$ cat config.mk
export PLATFORM = sky130hd
export DESIGN_NAME = terminal_line_and_escape_parser_core
export DESIGN_NICKNAME = d
export VERILOG_FILES = /design/src/rtl/tlep_pkg.sv /design/src/rtl/tlep_ram.sv /design/src/rtl/terminal_line_and_escape_parser_core.sv
export SDC_FILE = /design/constraint.sdc
export NUM_CORES = 1
export LEC_CHECK = 0
export ABC_AREA = 0
export BUFFER_PORTS_ARGS = -buffer_cell sky130_fd_sc_hd__buf_2
export CORE_ASPECT_RATIO = 2
export CORE_UTILIZATION = 40
export DETAILED_ROUTE_END_ITERATION = 16
export SETUP_SLACK_MARGIN = 0.3
export SLEW_MARGIN = 20
export SYNTH_ARGS = -nofsm -noshare
export SYNTH_HDL_FRONTEND = slang
export SYNTH_SLANG_ARGS = --single-unit
$ cat constraint.sdc
create_clock -name clk_i -period 6.55 [get_ports clk_i]
set_clock_uncertainty 0.1 [all_clocks]
set_input_delay 1.965 -clock clk_i [delete_from_list [all_inputs] [get_ports clk_i]]
set_output_delay 1.965 -clock clk_i [all_outputs]
set_load 0.02 [all_outputs]
$ cat src/rtl/tlep_pkg.sv
// ----------------------------------------------------------------------------
// tlep_pkg
// shared types and constants of the terminal line and escape parser
// ----------------------------------------------------------------------------
package tlep_pkg;

  localparam int unsigned LINE_DEPTH = 32;
  localparam int unsigned IDX_W      = $clog2(LINE_DEPTH);
  localparam int unsigned CNT_W      = $clog2(LINE_DEPTH + 1);

  localparam int unsigned BYTE_W  = 8;
  localparam int unsigned LEN_W   = 6;
  localparam int unsigned CODE_W  = 3;
  localparam int unsigned COUNT_W = 16;
  localparam int unsigned KIND_W  = 2;
  localparam int unsigned DATA_W  = 40;

  typedef enum logic [KIND_W-1:0] {
    KIND_ECHO = 2'd0,
    KIND_CHAR = 2'd1,
    KIND_END  = 2'd2,
    KIND_KEY  = 2'd3
  } kind_e;

  typedef enum logic [3:0] {
    ST_IDLE,
    ST_ECHO,
    ST_SCAN_START,
    ST_SCAN,
    ST_KEY,
    ST_CR,
    ST_LF,
    ST_DUMP,
    ST_END
  } state_e;

  localparam logic [BYTE_W-1:0] CH_LF    = 8'd10;
  localparam logic [BYTE_W-1:0] CH_CR    = 8'd13;
  localparam logic [BYTE_W-1:0] CH_ESC   = 8'd27;
  localparam logic [BYTE_W-1:0] CH_SPACE = 8'd32;
  localparam logic [BYTE_W-1:0] CH_TILDE = 8'd126;
  localparam logic [BYTE_W-1:0] CH_DEL   = 8'd127;
  localparam logic [BYTE_W-1:0] CH_0     = 8'h30;
  localparam logic [BYTE_W-1:0] CH_9     = 8'h39;
  localparam logic [BYTE_W-1:0] CH_A     = 8'h41;
  localparam logic [BYTE_W-1:0] CH_D     = 8'h44;
  localparam logic [BYTE_W-1:0] CH_LBRK  = 8'h5B;

  localparam logic [CODE_W-1:0]  KEY_FUNC      = 3'd4;
  localparam logic [COUNT_W-1:0] CURSOR_DEFAULT = 16'd1;
  localparam logic [COUNT_W-1:0] FUNC_DEFAULT   = 16'd255;

endpackage

$ cat src/rtl/tlep_ram.sv
// ----------------------------------------------------------------------------
// tlep_ram
// generic single write, single read ram with registered read data
// ----------------------------------------------------------------------------
module tlep_ram #(
  parameter int unsigned WIDTH = 8,
  parameter int unsigned DEPTH = 32
) (
  input  logic                     clk_i,
  input  logic                     we_i,
  input  logic [$clog2(DEPTH)-1:0] waddr_i,
  input  logic [WIDTH-1:0]         wdata_i,
  input  logic                     re_i,
  input  logic [$clog2(DEPTH)-1:0] raddr_i,
  output logic [WIDTH-1:0]         rdata_o
);

  logic [WIDTH-1:0] mem_q [DEPTH];
  logic [WIDTH-1:0] rdata_q;

  always_ff @(posedge clk_i) begin
    if (we_i) begin
      mem_q[waddr_i] <= wdata_i;
    end
    if (re_i) begin
      rdata_q <= mem_q[raddr_i];
    end
  end

  assign rdata_o = rdata_q;

endmodule

$ cat src/rtl/terminal_line_and_escape_parser_core.sv
// ----------------------------------------------------------------------------
// terminal_line_and_escape_parser_core
// line editor and escape sequence decoder for received terminal bytes
//
//   channel   dir  tdata                                         tuser  tlast
//   s_axis    in   [7:0] rx_byte                                 -      -
//   m_axis    out  [7:0] out_byte, [13:8] line_length,           kind   last
//                  [16:14] key_code, [32:17] key_count
//
// a byte that only echoes passes from the echo state into the output register
// a printable byte in escape mode scans the line ram one entry per cycle
// and hands a decoded key sequence to the key state
// a line end streams the line at one character per cycle off the ram read port
// while the output is not stalled
// output stalls hold the sequencer; reset clears state, length, escape mode and output valid only
// ----------------------------------------------------------------------------
module terminal_line_and_escape_parser_core
  import tlep_pkg::*;
(
  input  logic              clk_i,
  input  logic              rst_ni,
  input  logic              s_axis_tvalid,
  output logic              s_axis_tready,
  input  logic [7:0]        s_axis_tdata,   // [7:0] rx_byte
  output logic              m_axis_tvalid,
  input  logic              m_axis_tready,
  output logic [DATA_W-1:0] m_axis_tdata,   // out_byte, line_length, key_code,
                                            // key_count, zero fill
  output logic [KIND_W-1:0] m_axis_tuser,   // [1:0] kind
  output logic              m_axis_tlast
);

  state_e               state_q, state_d;
  logic [CNT_W-1:0]     cnt_q, cnt_d;
  logic                 esc_q, esc_d;
  logic [IDX_W-1:0]     idx_q, idx_d;
  logic [COUNT_W-1:0]   val_q, val_d;
  logic [CODE_W-1:0]    code_q, code_d;
  logic [COUNT_W-1:0]   kcnt_q, kcnt_d;
  logic [BYTE_W-1:0]    echo_q, echo_d;

  logic                 o_vld_q;
  kind_e                o_kind_q;
  logic [BYTE_W-1:0]    o_byte_q;
  logic [LEN_W-1:0]     o_len_q;
  logic [CODE_W-1:0]    o_code_q;
  logic [COUNT_W-1:0]   o_count_q;
  logic                 o_last_q;

  logic                 ld;
  kind_e                ld_kind;
  logic [BYTE_W-1:0]    ld_byte;
  logic [LEN_W-1:0]     ld_len;
  logic [CODE_W-1:0]    ld_code;
  logic [COUNT_W-1:0]   ld_count;
  logic                 ld_last;

  logic                 ram_we;
  logic                 ram_re;
  logic [IDX_W-1:0]     ram_raddr;
  logic [BYTE_W-1:0]    ram_rdata;
  logic                 out_free;
  logic                 in_req;
  logic [CNT_W-1:0]     idx_ext;
  logic [COUNT_W-1:0]   val_x10;

  tlep_ram #(
    .WIDTH (BYTE_W),
    .DEPTH (LINE_DEPTH)
  ) u_line_ram (
    .clk_i   (clk_i),
    .we_i    (ram_we),
    .waddr_i (cnt_q[IDX_W-1:0]),
    .wdata_i (s_axis_tdata),
    .re_i    (ram_re),
    .raddr_i (ram_raddr),
    .rdata_o (ram_rdata)
  );

  assign out_free      = !o_vld_q || m_axis_tready;
  assign s_axis_tready = (state_q == ST_IDLE);
  assign in_req        = s_axis_tvalid && s_axis_tready;
  assign idx_ext       = CNT_W'(idx_q);
  assign val_x10       = {val_q[COUNT_W-4:0], 3'b000} + {val_q[COUNT_W-2:0], 1'b0};

  always_comb begin
    state_d   = state_q;
    cnt_d     = cnt_q;
    esc_d     = esc_q;
    idx_d     = idx_q;
    val_d     = val_q;
    code_d    = code_q;
    kcnt_d    = kcnt_q;
    echo_d    = echo_q;
    ram_we    = 1'b0;
    ram_re    = 1'b0;
    ram_raddr = idx_q + IDX_W'(1);
    ld        = 1'b0;
    ld_kind   = KIND_ECHO;
    ld_byte   = '0;
    ld_len    = '0;
    ld_code   = '0;
    ld_count  = '0;
    ld_last   = 1'b0;

    case (state_q)
      ST_IDLE: begin
        if (in_req) begin
          if (s_axis_tdata inside {[CH_SPACE:CH_TILDE]}) begin
            if (cnt_q < CNT_W'(LINE_DEPTH)) begin
              ram_we = 1'b1;
              cnt_d  = cnt_q + CNT_W'(1);
            end
            if (esc_q) begin
              state_d = ST_SCAN_START;
            end else begin
              echo_d  = s_axis_tdata;
              state_d = ST_ECHO;
            end
          end else if (s_axis_tdata == CH_DEL) begin
            if (cnt_q != '0) begin
              cnt_d   = cnt_q - CNT_W'(1);
              echo_d  = CH_DEL;
              state_d = ST_ECHO;
            end
          end else if (s_axis_tdata == CH_CR || s_axis_tdata == CH_LF) begin
            state_d = ST_CR;
          end else if (s_axis_tdata == CH_ESC) begin
            cnt_d = '0;
            esc_d = 1'b1;
          end
        end
      end
      ST_ECHO: begin
        if (out_free) begin
          ld      = 1'b1;
          ld_byte = echo_q;
          ld_last = 1'b1;
          state_d = ST_IDLE;
        end
      end
      ST_SCAN_START: begin
        if (cnt_q < CNT_W'(2)) begin
          state_d = ST_IDLE;
        end else begin
          ram_re    = 1'b1;
          ram_raddr = '0;
          idx_d     = '0;
          val_d     = '0;
          state_d   = ST_SCAN;
        end
      end
      ST_SCAN: begin
        if (idx_q == '0) begin
          if (ram_rdata == CH_LBRK) begin
            ram_re = 1'b1;
            idx_d  = idx_q + IDX_W'(1);
          end else begin
            state_d = ST_IDLE;
          end
        end else if (idx_ext != cnt_q - CNT_W'(1)) begin
          if (ram_rdata inside {[CH_0:CH_9]}) begin
            val_d  = val_x10 + COUNT_W'(ram_rdata[3:0]);
            ram_re = 1'b1;
            idx_d  = idx_q + IDX_W'(1);
          end else begin
            state_d = ST_IDLE;
          end
        end else if (ram_rdata inside {[CH_A:CH_D]}) begin
          code_d  = ram_rdata[CODE_W-1:0] - CH_A[CODE_W-1:0];
          kcnt_d  = (cnt_q > CNT_W'(2)) ? val_q : CURSOR_DEFAULT;
          state_d = ST_KEY;
        end else if (ram_rdata == CH_TILDE) begin
          code_d  = KEY_FUNC;
          kcnt_d  = (cnt_q > CNT_W'(2)) ? val_q : FUNC_DEFAULT;
          state_d = ST_KEY;
        end else begin
          state_d = ST_IDLE;
        end
      end
      ST_KEY: begin
        if (out_free) begin
          ld       = 1'b1;
          ld_kind  = KIND_KEY;
          ld_code  = code_q;
          ld_count = kcnt_q;
          ld_last  = 1'b1;
          cnt_d    = '0;
          esc_d    = 1'b0;
          state_d  = ST_IDLE;
        end
      end
      ST_CR: begin
        if (out_free) begin
          ld      = 1'b1;
          ld_byte = CH_CR;
          state_d = ST_LF;
        end
      end
      ST_LF: begin
        if (out_free) begin
          ld      = 1'b1;
          ld_byte = CH_LF;
          if (cnt_q != '0) begin
            ram_re    = 1'b1;
            ram_raddr = '0;
            idx_d     = '0;
            state_d   = ST_DUMP;
          end else begin
            state_d = ST_END;
          end
        end
      end
      ST_DUMP: begin
        if (out_free) begin
          ld      = 1'b1;
          ld_kind = KIND_CHAR;
          ld_byte = ram_rdata;
          if (idx_ext + CNT_W'(1) < cnt_q) begin
            ram_re = 1'b1;
            idx_d  = idx_q + IDX_W'(1);
          end else begin
            state_d = ST_END;
          end
        end
      end
      ST_END: begin
        if (out_free) begin
          ld      = 1'b1;
          ld_kind = KIND_END;
          ld_len  = LEN_W'(cnt_q);
          ld_last = 1'b1;
          cnt_d   = '0;
          esc_d   = 1'b0;
          state_d = ST_IDLE;
        end
      end
      default: begin
        state_d = ST_IDLE;
      end
    endcase
  end

  always_ff @(posedge clk_i or negedge rst_ni) begin
    if (!rst_ni) begin
      state_q <= ST_IDLE;
      cnt_q   <= '0;
      esc_q   <= 1'b0;
      o_vld_q <= 1'b0;
    end else begin
      state_q <= state_d;
      cnt_q   <= cnt_d;
      esc_q   <= esc_d;
      if (ld) begin
        o_vld_q <= 1'b1;
      end else if (m_axis_tready) begin
        o_vld_q <= 1'b0;
      end
    end
  end

  always_ff @(posedge clk_i) begin
    idx_q  <= idx_d;
    val_q  <= val_d;
    code_q <= code_d;
    kcnt_q <= kcnt_d;
    echo_q <= echo_d;
    if (ld) begin
      o_kind_q  <= ld_kind;
      o_byte_q  <= ld_byte;
      o_len_q   <= ld_len;
      o_code_q  <= ld_code;
      o_count_q <= ld_count;
      o_last_q  <= ld_last;
    end
  end

  assign m_axis_tvalid = o_vld_q;
  assign m_axis_tdata  = {7'b0, o_count_q, o_code_q, o_len_q, o_byte_q};
  assign m_axis_tuser  = o_kind_q;
  assign m_axis_tlast  = o_last_q;

  a_cnt_bound: assert property (@(posedge clk_i) disable iff (!rst_ni)
    cnt_q <= CNT_W'(LINE_DEPTH))
    else $error("line length beyond line depth");

  a_dump_idx: assert property (@(posedge clk_i) disable iff (!rst_ni)
    state_q == ST_DUMP |-> idx_ext < cnt_q)
    else $error("dump index past line end");

  a_no_rw_overlap: assert property (@(posedge clk_i) disable iff (!rst_ni)
    !(ram_we && ram_re))
    else $error("line ram read and write in one cycle");

  a_esc_enter: assert property (@(posedge clk_i) disable iff (!rst_ni)
    in_req && s_axis_tdata == CH_ESC |=> cnt_q == '0 && esc_q)
    else $error("escape byte did not clear line and enter escape mode");

  a_no_load_over: assert property (@(posedge clk_i) disable iff (!rst_ni)
    ld |-> out_free)
    else $error("result loaded over a pending result");

endmodule

==> metrics.md <==
| Metric | Value |
|---|---|
| WL per Instance | `24.91 um` |
| Primary FF master, synth | `edfxtp_1` |
| Sequential fraction of the synthesis area | `0.6763` |
| Status | `finished with violations` |
| Worst-skew pair later-pin latency | `around 0.59 ns` |
| Clock buffer count from CTS | `30` |
| Worst hold path type | `register to register` |
| Area of the core | `39310 sq um` |
| CTS resizes | `0` |
| CP endpoint kind | `register` |
| #FFs+latches synth | `360` |
| PortBufs | `49` |
| H-Tree Depth | `1` |
| Fmax | `231.0 MHz` |
| Crit Path Category | `primary input to register` |
| Worst Hold Launch | `val_q[15]$_SDFFCE_PN0P_` |
| Grt ovf | `0` |
| Setup violations, final | `0` |
| # clock sinks | `360` |
| Routed via count | `9328` |
| CTS tree | `built` |
| Synthesized area per cell | `~15 sq um` |
| WL final | `41680 um` |
| Root buf cell | `clkbuf_16` |
| Post-synth cell types | `81` |
| # IOs | `57` |
| Inserted Diodes | `0` |
| Final Wtd Congestion | `0.9643` |
| Final ANT Viol Nets | `0` |
| Pre-CTS WS | `approximately 1.6 ns` |
| Register area | `10750 sq um` |
| Pre-antenna DRT Iters | `11` |
| Initial antenna violation count | `0` |
| Slew @ Worst Pin | `0.9798 ns` |
| All-layer global routing usage | `0.2120` |
| Nets@finish | `1182` |
| Share of layout cells above drive strength 1 | `0.1524` |
| Worst path required time | `6.66 ns` |
| Residual DRC | `2` |
| Post-route insts no fill | `1673` |
| R2R cell count | `11` |
| Post-CTS Setup Repair Bufs | `0` |
| Final WS setup | `approximately 2.2 ns` |
| VDD IR-drop max | `about 0.2 mV` |
| Worst-path clk slew | `0.07 ns` |
| R2R Path Start | `idx_q[0]$_SDFFCE_PN0P_` |
| Vias in the first global route | `9730` |
| Worst EP arrival | `4.44 ns` |
| Biggest area consumer among synthesized cells | `edfxtp_1` |
| Number of max-cap violations | `0` |
| Via density | `5.576` |
| Post-synth EDFFs | `348` |
| Startpoint class of the critical path | `primary input` |
| Hold path depth | `1` |
| Leak | `6.062 nW` |
| Row count | `103` |
| Hold endpoint | `kcnt_q[15]$_DFFE_PP_` |
| Final TNS setup | `0 ns` |
| Pins Over Slew Limit | `0` |
| Synth top area share | `0.6574` |
| Placed Cells | `1617` |
| Min cycle time layout | `4.330 ns` |
| Slew HR | `0.3432` |
| Multi-input logic area | `4815 sq um` |
| Failing checks | `DRC` |
| Final period util | `0.6610` |
| Fin. Hold Viols | `0` |
| Synth async-reset ratio | `0.03333` |
| Initial DRC count | `631` |
| Die Ht | `~280 um` |
| Top cells by area, synth | `edfxtp_1 (66%), mux4_2 (4.5%), ha_1 (3.4%), nand2_1 (2.1%), dfrtp_1 (1.9%)` |
| PwrDens | `379.1 nW/um^2` |
| Starting density of the core | `0.4044` |
| Post-Syn Instances | `1073` |
| First-pass GRT wire length | `between 60000 and 70000 um` |
| Syn Std Cell Area | `15900 sq um` |
| Area growth syn-to-layout | `11.91%` |
| Largest net degree at the start of global routing | `74` |
| Die ar. | `slightly above 40000 sq um` |
| Die width | `143.0 um` |
| Worst-path maximum fanout | `10` |
| CTS Hold Bufs | `0` |
| Clock buffer depth | `3` |
| Fill cell count | `between 3000 and 4000` |
| DPL Wire Length | `just over 30000 um` |
| FF-to-FF End | `u_line_ram.rdata_o[0]$_DFFE_PP_` |
| R2R Setup Slk | `2.50 ns` |
| Total number of yosys warnings | `0` |
| Unrepaired setup endpoints after global routing | `no` |
stage by stage:
step / utilization / total power [W] / instance area, sq um / hold slack (ns)
after floorplan: - / 0.004183 / 15920 / 0.3963
after global placement: 0.4246 / 0.004812 / 16690 / 0.4185
after detailed placement: 0.4246 / 0.004821 / 16690 / 0.4181
after CTS: 0.4520 / 0.006763 / 17770 / 0.4359
after global routing: 0.4526 / 0.007010 / 17790 / 0.4597
final: 0.4526 / 0.006743 / 17790 / 0.4349
worst max-delay path by stage:
stage,end,cells past startpoint,startpoint,slack [ns]
after floorplan,m_axis_tlast$_SDFFCE_PP0P_,2,m_axis_tready,2.43
after global placement,u_line_ram.mem_q[31][2]$_DFFE_PP_,8,s_axis_tdata[5],1.66
after detailed placement,u_line_ram.mem_q[26][3]$_DFFE_PP_,8,s_axis_tdata[5],1.61
after CTS,u_line_ram.mem_q[26][3]$_DFFE_PP_,8,s_axis_tdata[5],2.21
after global routing,u_line_ram.mem_q[24][4]$_DFFE_PP_,8,s_axis_tdata[5],1.97
final,u_line_ram.mem_q[26][2]$_DFFE_PP_,8,s_axis_tdata[5],2.22
cell usage in the layout, fill, tap and decap left out, types with 8 or more instances in the layout:
cell,instances
nor2_1,77
a31oi_1,10
nand2b_1,12
nor3_1,28
a21oi_1,40
mux4_2,32
edfxtp_1,348
buf_2,49
mux2i_1,27
o21ai_0,26
dfrtp_1,12
nor2b_1,16
a32oi_1,24
ha_1,42
o221ai_1,8
nand3_1,26
buf_4,19
xnor2_1,11
clkinv_1,8
conb_1,8
clkbuf_16,31
or3_1,9
a22o_1,12
o21ai_1,8
inv_1,17
and3_1,21
o21a_1,13
nand2_1,90
xor2_1,8
registers in the layout, indices dropped and copies added, names as in the netlist, 3 cells and up:
name	count
val_q	16
o_byte_q	8
echo_q	8
o_code_q	3
o_count_q	16
state_q	4
u_line_ram.rdata_o	8
idx_q	5
o_len_q	6
code_q	3
kcnt_q	16
cnt_q	6
u_line_ram.mem_q	256
logic make-up after synthesis:
group           share of synthesized area
flops                              0.6763
simple gates                      0.09800
compound gates                    0.08730
buf+inv                           0.02338
mux                               0.06518
fa+ha+maj                         0.03637
xor+xnor                          0.01322
other cells                     0.0002359
per-layer routing:
metal	wire length (um)	up-vias	GRT usage
met4	2790	0	0.1296
met2	24250	278	0.4215
met5	0	-	0
met3	1310	132	0.02143
met1	13320	4663	0.1991
li1	-	4255	-
worst max-delay path, cell delays in order:
cell and delay, ns:
buf_2 0.11, nor2_1 0.09, buf_4 0.18, nor2_1 0.23
o21ai_0 0.25, nor3_1 0.40, nand2_1 0.49, nor2_1 0.71
area by class of cell:
class	instances	share of cell area
Tap cell	525	0.03693
Clock inverter	22	0.01667
Clock buffer	33	0.04403
Multi-Input combinational cell	643	0.2707
Timing Repair Buffer	69	0.02293
Inverter	21	0.004431
Sequential cell	360	0.6043
where the power goes:
group / internal [W] / total, W / switching, W
Combinational: 0.000636 / 0.00188 / 0.00124
Clock: 0.00114 / 0.00196 / 0.000821
Sequential: 0.00276 / 0.00291 / 0.000142
Total: 0.00454 / 0.00674 / 0.00220
cells in the mapped netlist (3+ instances only):
library cell	count
a22o_1	12
mux4_2	32
xor2_1	8
nor2_1	78
mux2_1	3
and2_1	7
a211oi_1	3
a21oi_1	40
buf_2	15
mux2i_1	27
buf_6	3
nor2b_1	16
clkbuf_1	22
nand3_1	26
nand4_1	6
or3_1	9
edfxtp_1	348
nand2b_1	12
a32o_1	5
a21o_1	7
xnor2_1	11
ha_1	43
buf_1	5
inv_1	17
and3_1	21
buf_4	11
o21a_1	13
a31oi_1	10
o21ai_0	26
dfrtp_1	12
a32oi_1	24
o41ai_1	3
nor3_2	3
o21ai_1	8
o221ai_1	8
a211o_1	3
nand2_1	90
nor3_1	28
Power figures use the tool's default switching activity.
